$ cat config.mk
export PLATFORM = sky130hd
export DESIGN_NAME = cpp_mul
export DESIGN_NICKNAME = d
export VERILOG_FILES = /design/src/cpp_pkg.sv /design/src/cpp_mul.sv
export SDC_FILE = /design/constraint.sdc
export NUM_CORES = 2
export LEC_CHECK = 0
export ABC_AREA = 1
export BUFFER_PORTS_ARGS = -buffer_cell sky130_fd_sc_hd__buf_4
export CORE_MARGIN = 3
export CORE_UTILIZATION = 31
export CTS_BUF_LIST = sky130_fd_sc_hd__clkbuf_2
export DETAILED_ROUTE_END_ITERATION = 7
export HOLD_SLACK_MARGIN = 0.05
export PLACE_DENSITY = 0.45
export SLEW_MARGIN = 0
export SYNTH_ARGS = -nofsm -noshare
export SYNTH_HDL_FRONTEND = slang
export SYNTH_SLANG_ARGS = --single-unit
$ cat constraint.sdc
create_clock -name clk -period 21.4 [get_ports clk]
set_clock_uncertainty 0.15 [all_clocks]
set_input_delay 1.07 -clock clk [delete_from_list [all_inputs] [get_ports clk]]
set_output_delay 1.07 -clock clk [all_outputs]
set_load 0.02 [all_outputs]
$ cat src/cpp_pkg.sv
`default_nettype none
// ---------------------------------------------------------------------------
// cpp_pkg
// Types, constants and helpers shared by the collision plane projection
// block and its arithmetic units.
// ---------------------------------------------------------------------------
package cpp_pkg;

	typedef logic signed [31:0] coord_t;
	typedef logic signed [32:0] mop_t;
	typedef logic signed [65:0] mprod_t;

	typedef struct packed {
		logic signed [31:0] coord_x;
		logic signed [31:0] coord_y;
		logic signed [31:0] coord_z;
		logic               first_vertex;
		logic               translation_invariant;
	} in_item_t;

	typedef struct packed {
		logic signed [31:0] proj_x;
		logic signed [31:0] proj_y;
		logic signed [31:0] proj_z;
		logic               last_of_constraint;
	} out_item_t;

	typedef enum logic [3:0] {
		ST_IDLE,
		ST_DIFF,
		ST_CROSS,
		ST_NORM,
		ST_DOT,
		ST_DIV,
		ST_SHIFT,
		ST_ADD,
		ST_PTSC,
		ST_SCALE,
		ST_OUT
	} cpp_state_t;

	typedef struct packed {
		logic start;
		logic done;
	} div_ctl_t;

	localparam logic [23:0] WEIGHT_RESET = 24'd65536;
	localparam logic [1:0]  PHASE_LAST   = 2'd3;

	function automatic coord_t sat_sub(input coord_t a, input coord_t b);
		logic signed [32:0] d;
		d = {a[31], a} - {b[31], b};
		if (d[32] != d[31])
			sat_sub = d[32] ? 32'sh8000_0000 : 32'sh7fff_ffff;
		else
			sat_sub = d[31:0];
	endfunction

	function automatic coord_t sat_wide(input logic signed [55:0] v);
		if (v > 56'sd2147483647)
			sat_wide = 32'sh7fff_ffff;
		else if (v < -56'sd2147483648)
			sat_wide = 32'sh8000_0000;
		else
			sat_wide = v[31:0];
	endfunction

	function automatic logic [1:0] div3(input logic [3:0] i);
		unique case (i)
			4'd0, 4'd1, 4'd2: div3 = 2'd0;
			4'd3, 4'd4, 4'd5: div3 = 2'd1;
			default:          div3 = 2'd2;
		endcase
	endfunction

	function automatic logic [1:0] mod3(input logic [3:0] i);
		unique case (i)
			4'd0, 4'd3, 4'd6: mod3 = 2'd0;
			4'd1, 4'd4, 4'd7: mod3 = 2'd1;
			default:          mod3 = 2'd2;
		endcase
	endfunction

endpackage
`default_nettype wire

$ cat src/cpp_mul.sv
`default_nettype none
// ---------------------------------------------------------------------------
// cpp_mul
// Shared signed 33x33 multiplier with a registered product.
// ---------------------------------------------------------------------------
module cpp_mul (
	input  wire            clk,
	input  cpp_pkg::mop_t  a,
	input  cpp_pkg::mop_t  b,
	output cpp_pkg::mprod_t p_s1
);

	always_ff @(posedge clk) begin
		p_s1 <= a * b;
	end

endmodule
`default_nettype wire

==> metrics.cfg <==
[outcome]
status = completed

[sta]
worst_slew_pin_slew_ns = 0.9942
fin_tns_setup_ns = 0
clock.fmax_ghz = 0.1214
fin_crit_sh_pct = 38.48
setup_viol = 0
maxSlewViolCount = 0
hold_violations = 0
min_period_ns = 8.234
slew-limit-headroom_pct = 33.64
rsz0062_at_grt = false

[floorplan]
core_area_sq_um = 137800
dieWidth_microns = 379.2
io_pins = 133
die_h_microns = 379.2
dieArea_sq_um = 143800
rows = 136
initial_core_util_pct = 31.32

[synth]
synthSimpleGateAreaFrac_pct = 16.59
synth-seq-cells = 66
yosysSeqAreaShare_pct = 3.060
yosys_warnings = 0
postSynthAreaPerCell_sq_um = 7.789
muxShareOfSynthArea_pct = 0
synth_nets = 6972
synth-compound-area-share_pct = 1.377
synth.distinct_cells = 35
synth-xor-area-share_pct = 0.8317
yosys.area_share.adder_pct = 59.38
netlist_area_sq_um = 43170
synthCells = 5543
synth_top_family_by_area = adder cells

[grt]
grt.busiest_layer = met2
antenna_found_initial = 12
grt_max_degree = 35
met3_usage_pct = 1.381
grt_use_met2_pct = 35.99
grt_pass1_vias = 36197
overflow = 0
grt_use_total_pct = 19.11
grt_pass1_wl_microns = 211000
use_met1_pct = 24.06

[finish]
drive_above_1_share_pct = 3.939
final_common_cell = inv_1
syn2layout_area_growth_pct = 5.596
largest_register_ffs = 66
regMostFlops = p_s1
final_util_pct = 33.08
layout_common_cells = inv_1, nand2_1, fa_1
nNetsFinal = 6857
reg_top3 = p_s1 x66
fin_cells = 7237

[route]
viasPerCell = 4.394
wirelength_microns = 130400
post_drt_wl_per_cell_microns = 18.01
drc = 0
drtIter0Drc = 1676
vias = 31796
first_pass_iters = 6
ant_nets = 0

[clock_network]
ctsHoldBuffers = 0
cts_tree = built
post_cts_resized = 0
root_buffer = clkbuf_2
post_cts_buffers = 0
clkSinkCount = 66
cts_buffer_depth = 2
cts_made_buffers = 9
h-tree-depth = 3
path_clk_slew_ns = 0.23

[worst_setup_path]
required_ns = 21.76
path_max_fanout = 33
cp-start-kind = primary input
cp_data_arrival_time_ns = 8.59
cp-end-kind = register
startpoint = a[32]
critPathKind = in -> reg

[worst_hold_path]
holdPathEnd = p_s1[0]$_DFF_P_
min_path_type = in -> reg
whs_path_depth = 3
hold_start = b[0]

[place]
dpl.hpwl_microns = 111200
port_buffers = 132
dp_cells = 7211
place_congestion = 0.8748

[run]
cap_violations = 0

==> final cells by class <==
cell class	instances	area [sq um]
tap	1794	2245
timing repair buffer	137	1028
clock inverter	7	60.06
sequential	66	1321
antenna	10	25.02
inverter	1895	7113
fill	14864	92240
clock buffer	9	45.04
multi-input combinational	3319	33750
==> through the flow <==
stage	worst slack, ns	instance area (sq um)	hold slack (ns)
finish	13.17	45590	0.8708
global route	12.75	45580	0.8260
CTS	13.10	45570	0.8315
detailed placement	12.46	45460	1.340
global placement	12.57	45460	1.336
floorplan	13.42	43170	1.184
==> cell usage after synthesis (all sizes together) <==
master	n	area [sq um]
a21boi	1	7.510
a21o	2	15.01
a21oi	65	340.3
and2	3	18.77
buf	1	3.750
clkbuf	262	983.4
dfxtp	66	1321
fa	1145	22920
ha	217	2715
inv	1895	7113
nand2	1534	5801
nand3	78	430.4
nand3b	3	22.52
nand4	19	118.9
nor2	154	650.6
nor3	8	45.04
nor4	5	37.53
o21a	1	7.510
o21ai	23	118.9
o21bai	14	105.1
or2	6	37.54
xnor2	4	35.03
xor2	37	324.1
==> how the worst max path moves through the flow <==
stage                     depth (start not counted)               end  slack (ns)
after global placement                           21  p_s1[62]$_DFF_P_       12.57
after detailed placement                         21  p_s1[62]$_DFF_P_       12.46
after global routing                             24  p_s1[58]$_DFF_P_       12.75
after floorplan                                  23  p_s1[60]$_DFF_P_       13.42
final                                            21  p_s1[62]$_DFF_P_       13.17
after CTS                                        21  p_s1[62]$_DFF_P_       13.10
==> worst max-delay path, cell delays in order <==
cell	delay, ns
buf_4	0.35
nand2_1	0.15
inv_1	0.15
fa_1	0.50
fa_1	0.63
fa_1	0.71
fa_1	1.27
fa_1	0.59
fa_1	0.52
fa_1	0.49
inv_1	0.05
fa_1	0.47
inv_1	0.04
ha_1	0.42
nand2_1	0.13
nor2_1	0.24
nand2_1	0.17
nor4_1	0.31
nand2_1	0.13
nand3_1	0.10
nand2_1	0.05
==> cell families after synthesis <==
kind of cell               after synthesis
AOI/OAI and AO/OA                      106
buffers and inverters                 2158
adders and majority gates             1362
and+or+nand+nor                       1810
xor gates and xnor gates                41
DFF                                     66
==> per-layer routing <==
layer,share of wire [%],up-vias
met3,3.3,117
met4,1.7,6
met2,53,569
li1,-,14742
met5,0.029,-
met1,42,16362
Power is not shown: default switching activity piles up to over one toggle a cycle in this logic, so the estimate is an artifact.
