[config.mk]
export PLATFORM = sky130hd
export DESIGN_NAME = cpp_div
export DESIGN_NICKNAME = d
export VERILOG_FILES = /design/src/cpp_pkg.sv /design/src/cpp_div.sv
export SDC_FILE = /design/constraint.sdc
export NUM_CORES = 1
export LEC_CHECK = 0
export BUFFER_PORTS_ARGS = -buffer_cell sky130_fd_sc_hd__buf_2
export CORE_UTILIZATION = 45
export DETAILED_ROUTE_END_ITERATION = 10
export GPL_ROUTABILITY_DRIVEN = 0
export PLACE_DENSITY = 0.72
export SETUP_SLACK_MARGIN = 0.3
export SLEW_MARGIN = 20
export SYNTH_ARGS = -nofsm -noshare
export SYNTH_HDL_FRONTEND = slang
export SYNTH_SLANG_ARGS = --single-unit
[constraint.sdc]
create_clock -name clk -period 3.4 [get_ports clk]
set_input_delay 0.34 -clock clk [delete_from_list [all_inputs] [get_ports clk]]
set_output_delay 0.34 -clock clk [all_outputs]
set_load 0.01 [all_outputs]
[src/cpp_pkg.sv]
`default_nettype none
// ---------------------------------------------------------------------------
// cpp_pkg
// Types, constants and helpers shared by the collision plane projection
// block and its arithmetic units.
// ---------------------------------------------------------------------------
package cpp_pkg;

	typedef logic signed [31:0] coord_t;
	typedef logic signed [32:0] mop_t;
	typedef logic signed [65:0] mprod_t;

	typedef struct packed {
		logic signed [31:0] coord_x;
		logic signed [31:0] coord_y;
		logic signed [31:0] coord_z;
		logic               first_vertex;
		logic               translation_invariant;
	} in_item_t;

	typedef struct packed {
		logic signed [31:0] proj_x;
		logic signed [31:0] proj_y;
		logic signed [31:0] proj_z;
		logic               last_of_constraint;
	} out_item_t;

	typedef enum logic [3:0] {
		ST_IDLE,
		ST_DIFF,
		ST_CROSS,
		ST_NORM,
		ST_DOT,
		ST_DIV,
		ST_SHIFT,
		ST_ADD,
		ST_PTSC,
		ST_SCALE,
		ST_OUT
	} cpp_state_t;

	typedef struct packed {
		logic start;
		logic done;
	} div_ctl_t;

	localparam logic [23:0] WEIGHT_RESET = 24'd65536;
	localparam logic [1:0]  PHASE_LAST   = 2'd3;

	function automatic coord_t sat_sub(input coord_t a, input coord_t b);
		logic signed [32:0] d;
		d = {a[31], a} - {b[31], b};
		if (d[32] != d[31])
			sat_sub = d[32] ? 32'sh8000_0000 : 32'sh7fff_ffff;
		else
			sat_sub = d[31:0];
	endfunction

	function automatic coord_t sat_wide(input logic signed [55:0] v);
		if (v > 56'sd2147483647)
			sat_wide = 32'sh7fff_ffff;
		else if (v < -56'sd2147483648)
			sat_wide = 32'sh8000_0000;
		else
			sat_wide = v[31:0];
	endfunction

	function automatic logic [1:0] div3(input logic [3:0] i);
		unique case (i)
			4'd0, 4'd1, 4'd2: div3 = 2'd0;
			4'd3, 4'd4, 4'd5: div3 = 2'd1;
			default:          div3 = 2'd2;
		endcase
	endfunction

	function automatic logic [1:0] mod3(input logic [3:0] i);
		unique case (i)
			4'd0, 4'd3, 4'd6: mod3 = 2'd0;
			4'd1, 4'd4, 4'd7: mod3 = 2'd1;
			default:          mod3 = 2'd2;
		endcase
	endfunction

endpackage
`default_nettype wire

[src/cpp_div.sv]
`default_nettype none
// ---------------------------------------------------------------------------
// cpp_div
// Restoring unsigned divider, 64-bit dividend by 34-bit divisor, one
// quotient bit per cycle.
// ---------------------------------------------------------------------------
module cpp_div (
	input  wire               clk,
	input  wire               arst_n,
	input  cpp_pkg::div_ctl_t ctl_in,
	input  wire [63:0]        dividend,
	input  wire [33:0]        divisor,
	output cpp_pkg::div_ctl_t ctl_out,
	output logic [63:0]       quotient
);

	logic [34:0] rem_q;
	logic [63:0] quo_q;
	logic [33:0] dsr_q;
	logic [5:0]  cnt_q;
	logic        busy_q;
	logic        done_q;
	logic [35:0] trial;

	assign trial = {1'b0, rem_q[33:0], quo_q[63]} - {2'b00, dsr_q};

	always_ff @(posedge clk or negedge arst_n) begin
		if (!arst_n) begin
			busy_q <= 1'b0;
			done_q <= 1'b0;
			cnt_q  <= '0;
		end else begin
			done_q <= 1'b0;
			if (ctl_in.start) begin
				busy_q <= 1'b1;
				cnt_q  <= '0;
			end else if (busy_q) begin
				cnt_q <= cnt_q + 6'd1;
				if (cnt_q == 6'd63) begin
					busy_q <= 1'b0;
					done_q <= 1'b1;
				end
			end
		end
	end

	always_ff @(posedge clk) begin
		if (ctl_in.start) begin
			rem_q <= '0;
			quo_q <= dividend;
			dsr_q <= divisor;
		end else if (busy_q) begin
			if (!trial[35]) begin
				rem_q <= trial[34:0];
				quo_q <= {quo_q[62:0], 1'b1};
			end else begin
				rem_q <= {rem_q[33:0], quo_q[63]};
				quo_q <= {quo_q[62:0], 1'b0};
			end
		end
	end

	assign ctl_out.start = 1'b0;
	assign ctl_out.done  = done_q;
	assign quotient      = quo_q;

endmodule
`default_nettype wire

==> out/results.ini, run 1 <==
[status]
status = finished clean

[die]
coreArea_um2 = 16600
die_area_um2 = 17500
die_w_um = 132
initial_core_util = 0.461
dieHeight_um = 132
row_count = 47
ios = 168

[setup_path]
worstPathRequired_ns = 3.69
slowest_stage = a221o_1
worstPathArrival_ns = 3.27
worst-path-buf-inv = 2
endpoint_kind = register
cp_top_family = compound AO/OA/AOI/OAI gates
critPathMaxStageDelay_ns = 0.41
timing.critical_path.mode_cell = o211ai_1
cp-start-kind = register
cp_cell_sequence = inv_1 -> ha_1 -> inv_1 -> fa_2 -> a21oi_2 -> o211ai_1 -> a221o_1 -> a211oi_4 -> o211ai_1 -> a41oi_2 -> xor2_1 -> o211ai_1
path_max_fanout = 4
path_class = register to register

[clock_network]
cts_max_level = 4
insertion_delay_ns = 0.42
cts_buffers = 17
cts_sinks = 140
cts_tree = done
cts.clk_slew.worst_paths_ns = 0.07
clockRootBuffer = clkbuf_16
clock_path_buffers = 2

[layout]
n_antenna_cell = 0
fin_area_um2 = 9430
area_delta_synth_final_pct = 23.3
final_layout_size_suffix_gt1_frac = 0.366
nNetsFinal = 986

[timing]
hold_violations = 0
finalCriticalPeriod_ns = 2.98
fin_crit_sh = 0.877
rsz0062_at_grt = yes
fmax_ghz = 0.336
setup-violations-final = 0
worst_slew_pin_slew_ns = 0.676
max-slew-margin-rel = 0.549
drv_slew = 0
clock-skew-final_ns = 0.0118
finalSetupTns_ns = 0

[pwr]
seq_power_share = 0.444
peakVddDrop_mv = 0.419
leakagePower_nw = 4.05
powerDensity_nw_per_um2 = 486
clockPowerShare = 0.426
power.switching_w = 0.00115
sw_frac_of_total = 0.252
p_int_w = 0.00342
p_comb_frac = 0.130

[flow_run]
cap_violations = 0

[synth]
syn_inst = 675
postSynth.asyncResetShare = 0.0571
synth_area_um2 = 7640
synthTopCellsByArea = edfxtp_1 (38%), mux2_2 (9.7%), dfxtp_1 (8.9%)
synth_top_family_by_area = compound AO/OA/AOI/OAI gates
synthXorXnorAreaFrac = 0.0344
synth_cell_types = 69
post-synth-top-area-fraction = 0.385
ys_seq_area_frac = 0.500
yosys-top-cells-count = edfxtp_1 (98), mux2_2 (66), nor2_1 (49), inv_1 (39), ha_1 (35)
yosys_warnings = 0
synth_compound_area_frac = 0.155
yosysMostFrequentCell = edfxtp_1
ys_ff_latch = 140
yosys.area.top_type = edfxtp_1
synthSimpleGateAreaFrac = 0.101
muxShareOfSynthArea = 0.101
yosys.area_share.adder = 0.0599
synth_edf_count = 98
syn_nets = 813
avgSynthCellArea_um2 = 11.3
synth_ff_type = edfxtp_1

[route]
vias = 5906
vias_per_cell = 5.46
drcViolationCount = 0
first_pass_iters = 5
routedWlPerCell_um = 17.0
wl_mm = 18.3
drtIter0Drc = 361
ant_nets = 0

[place]
port_buffers = 165
dp_hpwl_mm = 12.8
placed_area_um2 = 8710

[global_routing]
grt_first_pass_wirelength_mm = 30.1
grt_use_total = 0.218
grt_max_degree = 58
overflow = 0
first_global_vias = 5927
antenna_found_initial = 0

[min_path]
hp-class = primary input to register

## kinds of logic (layout without fill, tap and decap cells)
group	Yosys count	in the layout
AO/OA/AOI/OAI	162	162
buffers and inverters	78	264
flip-flops	140	140
adder cells (fa/ha/maj)	36	36
other	1	1
AND/OR/NAND/NOR	159	159
multiplexers	69	69
XOR/XNOR	30	30
## power groups by stage
| stage | registers [W] | clock network (W) | logic, W |
|---|---|---|---|
| 6_report | 0.00203 | 0.00195 | 0.000594 |
| 5_1_grt | 0.00205 | 0.00205 | 0.000654 |
| 4_1_cts | 0.00203 | 0.00198 | 0.000590 |
| 3_5_place_dp | 0.00206 | 0 | 0.000583 |
| 3_3_place_gp | 0.00206 | 0 | 0.000574 |
| 2_1_floorplan | 0.00210 | 0 | 0.000324 |
## metrics by stage
stage	hold WS, ns	std cells	worst slack, ns	power [W]	util
after floorplan	0.0444	675	0.477	0.00242	-
after global placement	0.193	1041	0.223	0.00264	0.525
after detailed placement	0.194	1041	0.161	0.00265	0.525
after CTS	0.0731	1076	0.262	0.00461	0.565
after global routing	0.0717	1081	0.251	0.00475	0.569
final	0.0851	1081	0.419	0.00458	0.569
## what timing repair did
action	4_1_cts	5_1_grt
hold buffers	1	0
setup endpoints to repair	12	23
pin swaps	4	7
resized for setup	4	5
setup buffers	2	5
endpoints found under the hold margin	8	0
## layout make-up
| cell class | count | area [um2] |
|---|---|---|
| multi-input combinational | 457 | 3510 |
| timing repair buffer | 193 | 1070 |
| inverter | 39 | 146 |
| tap | 220 | 275 |
| fill | 1471 | 7160 |
| clock buffer | 18 | 429 |
| clock inverter | 14 | 181 |
| sequential | 140 | 3820 |
## per-layer routing
metal  routed length (um)  GRT usage
met1                 7750      0.264
met2                 8920      0.370
met3                 1380     0.0723
met4                  293     0.0594
met5                    0          0
## cell usage in the layout, fill, tap and decap left out, drive strengths merged, types with 3 or more instances in the layout
cell type / synthesis / routed
nand2b: 4 / 4
o211ai: 7 / 7
nand4: 9 / 9
nor3: 8 / 8
or2: 3 / 3
a221oi: 4 / 4
mux2i: 3 / 3
bufinv: 0 / 3
o21a: 8 / 8
a211oi: 4 / 4
edfxtp: 98 / 98
and2: 12 / 12
a21o: 14 / 14
inv: 39 / 46
xnor2: 16 / 16
a31oi: 5 / 5
nand3: 27 / 27
nand2: 29 / 29
and3: 4 / 4
buf: 18 / 192
o21ai: 35 / 35
clkbuf: 21 / 18
dfxtp: 34 / 34
xor2: 14 / 14
ha: 35 / 35
nor2: 49 / 49
a311oi: 21 / 21
a32oi: 3 / 3
or3: 3 / 3
a41oi: 4 / 4
nor4: 4 / 4
a21oi: 28 / 28
o21bai: 4 / 4
o221ai: 3 / 3
dfrtp: 8 / 8
o31ai: 7 / 7
mux2: 66 / 66
## worst paths after layout
path / from / to / slack [ns] / depth (start not counted)
hold reg to reg: rem_q[22]$_SDFFE_PP0P_ / rem_q[22]$_SDFFE_PP0P_ / 0.49 / 2
max in group asynchronous: arst_n / cnt_q[0]$_DFFE_PN0P_ / 2.93 / 2
min in group asynchronous: arst_n / cnt_q[3]$_DFFE_PN0P_ / 0.29 / 2
setup / recovery: quotient[63]$_DFFE_PP_ / rem_q[32]$_SDFFE_PP0P_ / 0.42 / 12
setup reg to reg: quotient[63]$_DFFE_PP_ / rem_q[32]$_SDFFE_PP0P_ / 0.42 / 12
hold / removal: divisor[25] / dsr_q[25]$_DFFE_PP_ / 0.09 / 1
## registers in the layout (all words and copies together) (netlist names)
name / cells
quotient: 64
done_q: 1
cnt_q: 6
dsr_q: 34
rem_q: 34
busy_q: 1
## worst reg2reg max path, delay by kind of cell, from the launching register on
family | cells | cell delay [ns]
XOR/XNOR | 1 | 0.16
buffers and inverters | 2 | 0.13
adder cells (fa/ha/maj) | 2 | 0.53
flip-flops | 1 | 0.40
AO/OA/AOI/OAI | 7 | 1.65
(Power assumes the default switching activity.)
==> run 2: changes to the inputs <==
CTS_CLUSTER_DIAMETER = 50   (was not set)
GPL_TIMING_DRIVEN = 0   (was not set)
clock period = 3.7 ns   (was 3.4 ns; I/O delays follow)
==> run 2 against run 1 <==
Cell count up 1.7%. Clock-buffer cell count down 1. First-iteration DRC count up 8.6%. Die area unchanged. Sequential power down 8%. Core utilization down 0.060 points. Non-clock buffer count up 18. Via count up 1.9%.
==> out/results.ini, run 2 (synthesized netlist as in run 1, its figures left out) <==
[clock_network]
cts_max_level = 4  ; unchanged
insertion_delay_ns = 0.44  ; was 0.42 ns
clock_path_buffers = 2  ; unchanged
cts_sinks = 140  ; unchanged
cts_tree = done  ; unchanged
cts_buffers = 17  ; unchanged
clockRootBuffer = clkbuf_16  ; unchanged
cts.clk_slew.worst_paths_ns = 0.06  ; was 0.07 ns

[timing]
max-slew-margin-rel = 0.436  ; was 0.549
finalSetupTns_ns = 0  ; unchanged
finalCriticalPeriod_ns = 3.24  ; was 2.98 ns
fmax_ghz = 0.308  ; was 0.336 GHz
setup-violations-final = 0  ; unchanged
clock-skew-final_ns = 0.0136  ; was 0.0118 ns
drv_slew = 0  ; unchanged
hold_violations = 0  ; unchanged
rsz0062_at_grt = no  ; was yes
fin_crit_sh = 0.877  ; about the same
worst_slew_pin_slew_ns = 0.846  ; was 0.676 ns

[layout]
nNetsFinal = 1004  ; was 986
fin_area_um2 = 9420  ; was 9430 um2
area_delta_synth_final_pct = 23.2  ; was 23.3%
final_layout_size_suffix_gt1_frac = 0.348  ; was 0.366
multi_input_area_um2 = 3490  ; was 3510 um2
layout_commonest_cell = buf_2  ; unchanged
final-seq-area_um2 = 3820  ; unchanged
largest_reg_flops = 64  ; unchanged
n_antenna_cell = 0  ; unchanged
most-common-layout-cells = buf_2 (171), edfxtp_1 (98), mux2_2 (66)  ; was buf_2 (164), edfxtp_1 (98), mux2_2 (66)
n_fill_cell = 1457  ; was 1471

[pwr]
peakVddDrop_mv = 0.340  ; was 0.419 mV
leakagePower_nw = 4.04  ; was 4.05 nW
powerDensity_nw_per_um2 = 432  ; was 486 nW/um2

[setup_path]
path_class = register to register  ; unchanged
path_max_fanout = 4  ; unchanged
cp-start-kind = register  ; unchanged
endpoint_kind = register  ; unchanged
worstPathArrival_ns = 3.53  ; was 3.27 ns
worstPathRequired_ns = 3.98  ; was 3.69 ns

[route]
wl_mm = 19.2  ; was 18.3 mm
drtIter0Drc = 392  ; was 361
ant_nets = 0  ; unchanged
first_pass_iters = 5  ; unchanged
drcViolationCount = 0  ; unchanged
routedWlPerCell_um = 17.4  ; was 17.0 um
vias = 6020  ; was 5906
vias_per_cell = 5.48  ; was 5.46

[global_routing]
first_global_vias = 6074  ; was 5927
grt_max_degree = 42  ; was 58
grt_use_total = 0.225  ; was 0.218
grt_first_pass_wirelength_mm = 30.6  ; was 30.1 mm
antenna_found_initial = 0  ; unchanged
overflow = 0  ; unchanged

[die]
ios = 168  ; unchanged
initial_core_util = 0.461  ; unchanged
die_w_um = 132  ; unchanged
dieHeight_um = 132  ; unchanged
row_count = 47  ; unchanged
die_area_um2 = 17500  ; unchanged
coreArea_um2 = 16600  ; unchanged

[min_path]
hp-class = primary input to register  ; unchanged

[flow_run]
cap_violations = 0  ; unchanged

[place]
dp_hpwl_mm = 13.8  ; was 12.8 mm
port_buffers = 165  ; unchanged
placed_area_um2 = 8770  ; was 8710 um2

[status]
status = finished clean  ; unchanged

run 2: cell count changes in the layout (fill, tap and decap cells not counted), sizes merged:
cell	previous run	this run
buf	192	189
bufinv	3	1
clkbuf	18	38
clkinv	2	7
clkinvlp	2	1
inv	46	45
run 2: final cells by class:
cell class                 count  share of cell area
buffer                        39              0.0234
clock buffer                  17              0.0452
clock inverter                15              0.0146
inverter                      39              0.0158
multi-input combinational    457               0.371
sequential                   140               0.406
tap                          220              0.0292
timing repair buffer         172              0.0949
run 2: what timing repair did:
action,4_1_cts,5_1_grt
endpoints found under the setup margin,2,7
hold endpoints to repair,8,0
resized for setup,2,4
hold buffers,1,0
buffers inserted,0,5
pin swaps,0,6
run 2: metrics by stage:
stage               hold WS (ns)  power (W)  std cells  utilization  setup slack (ns)
floorplan                 0.0744    0.00222        675            -             0.777
global placement           0.222    0.00243       1060        0.527            -0.225
detailed placement         0.223    0.00244       1061        0.529             0.265
CTS                       0.0988    0.00410       1094        0.564             0.313
global route               0.102    0.00422       1099        0.568             0.270
finish                     0.110    0.00407       1099        0.568             0.457
run 2: metal layers:
metal  GRT usage  wire (um)  up-vias
li1            -          -     2938
met1       0.273       8080     2820
met2       0.375       9170      234
met3      0.0707       1480       28
met4      0.0811        430        0
met5           0          0        -
run 2: worst max-delay path, stage by stage, from the launching register on:
cell and delay [ns]:
edfxtp_1 0.41, inv_1 0.08, ha_1 0.16, inv_1 0.05
fa_1 0.42, a21oi_2 0.18, o211ai_1 0.19, a221o_1 0.47
a211oi_4 0.32, o21ai_0 0.20, a211oi_1 0.31, xor2_1 0.19
o21ai_0 0.11
run 2: worst paths after layout:
check                                       startpoint                endpoint  slack (ns)  cells after the start
worst max-delay path            quotient[63]$_DFFE_PP_  rem_q[30]$_SDFFE_PP0P_        0.46                     12
worst min-delay path                       divisor[15]     dsr_q[15]$_DFFE_PP_        0.11                      1
worst max register to register  quotient[63]$_DFFE_PP_  rem_q[30]$_SDFFE_PP0P_        0.46                     12
worst min register to register   rem_q[8]$_SDFFE_PP0P_   rem_q[8]$_SDFFE_PP0P_        0.51                      2
max in group asynchronous                       arst_n    cnt_q[3]$_DFFE_PN0P_        3.21                      2
min in group asynchronous                       arst_n        done_q$_DFF_PN0_        0.31                      2
run 2: report_power, final:
group	switching (W)	internal, W
sequential	0.0000589	0.00181
clock	0.000719	0.000935
combinational	0.000291	0.000260
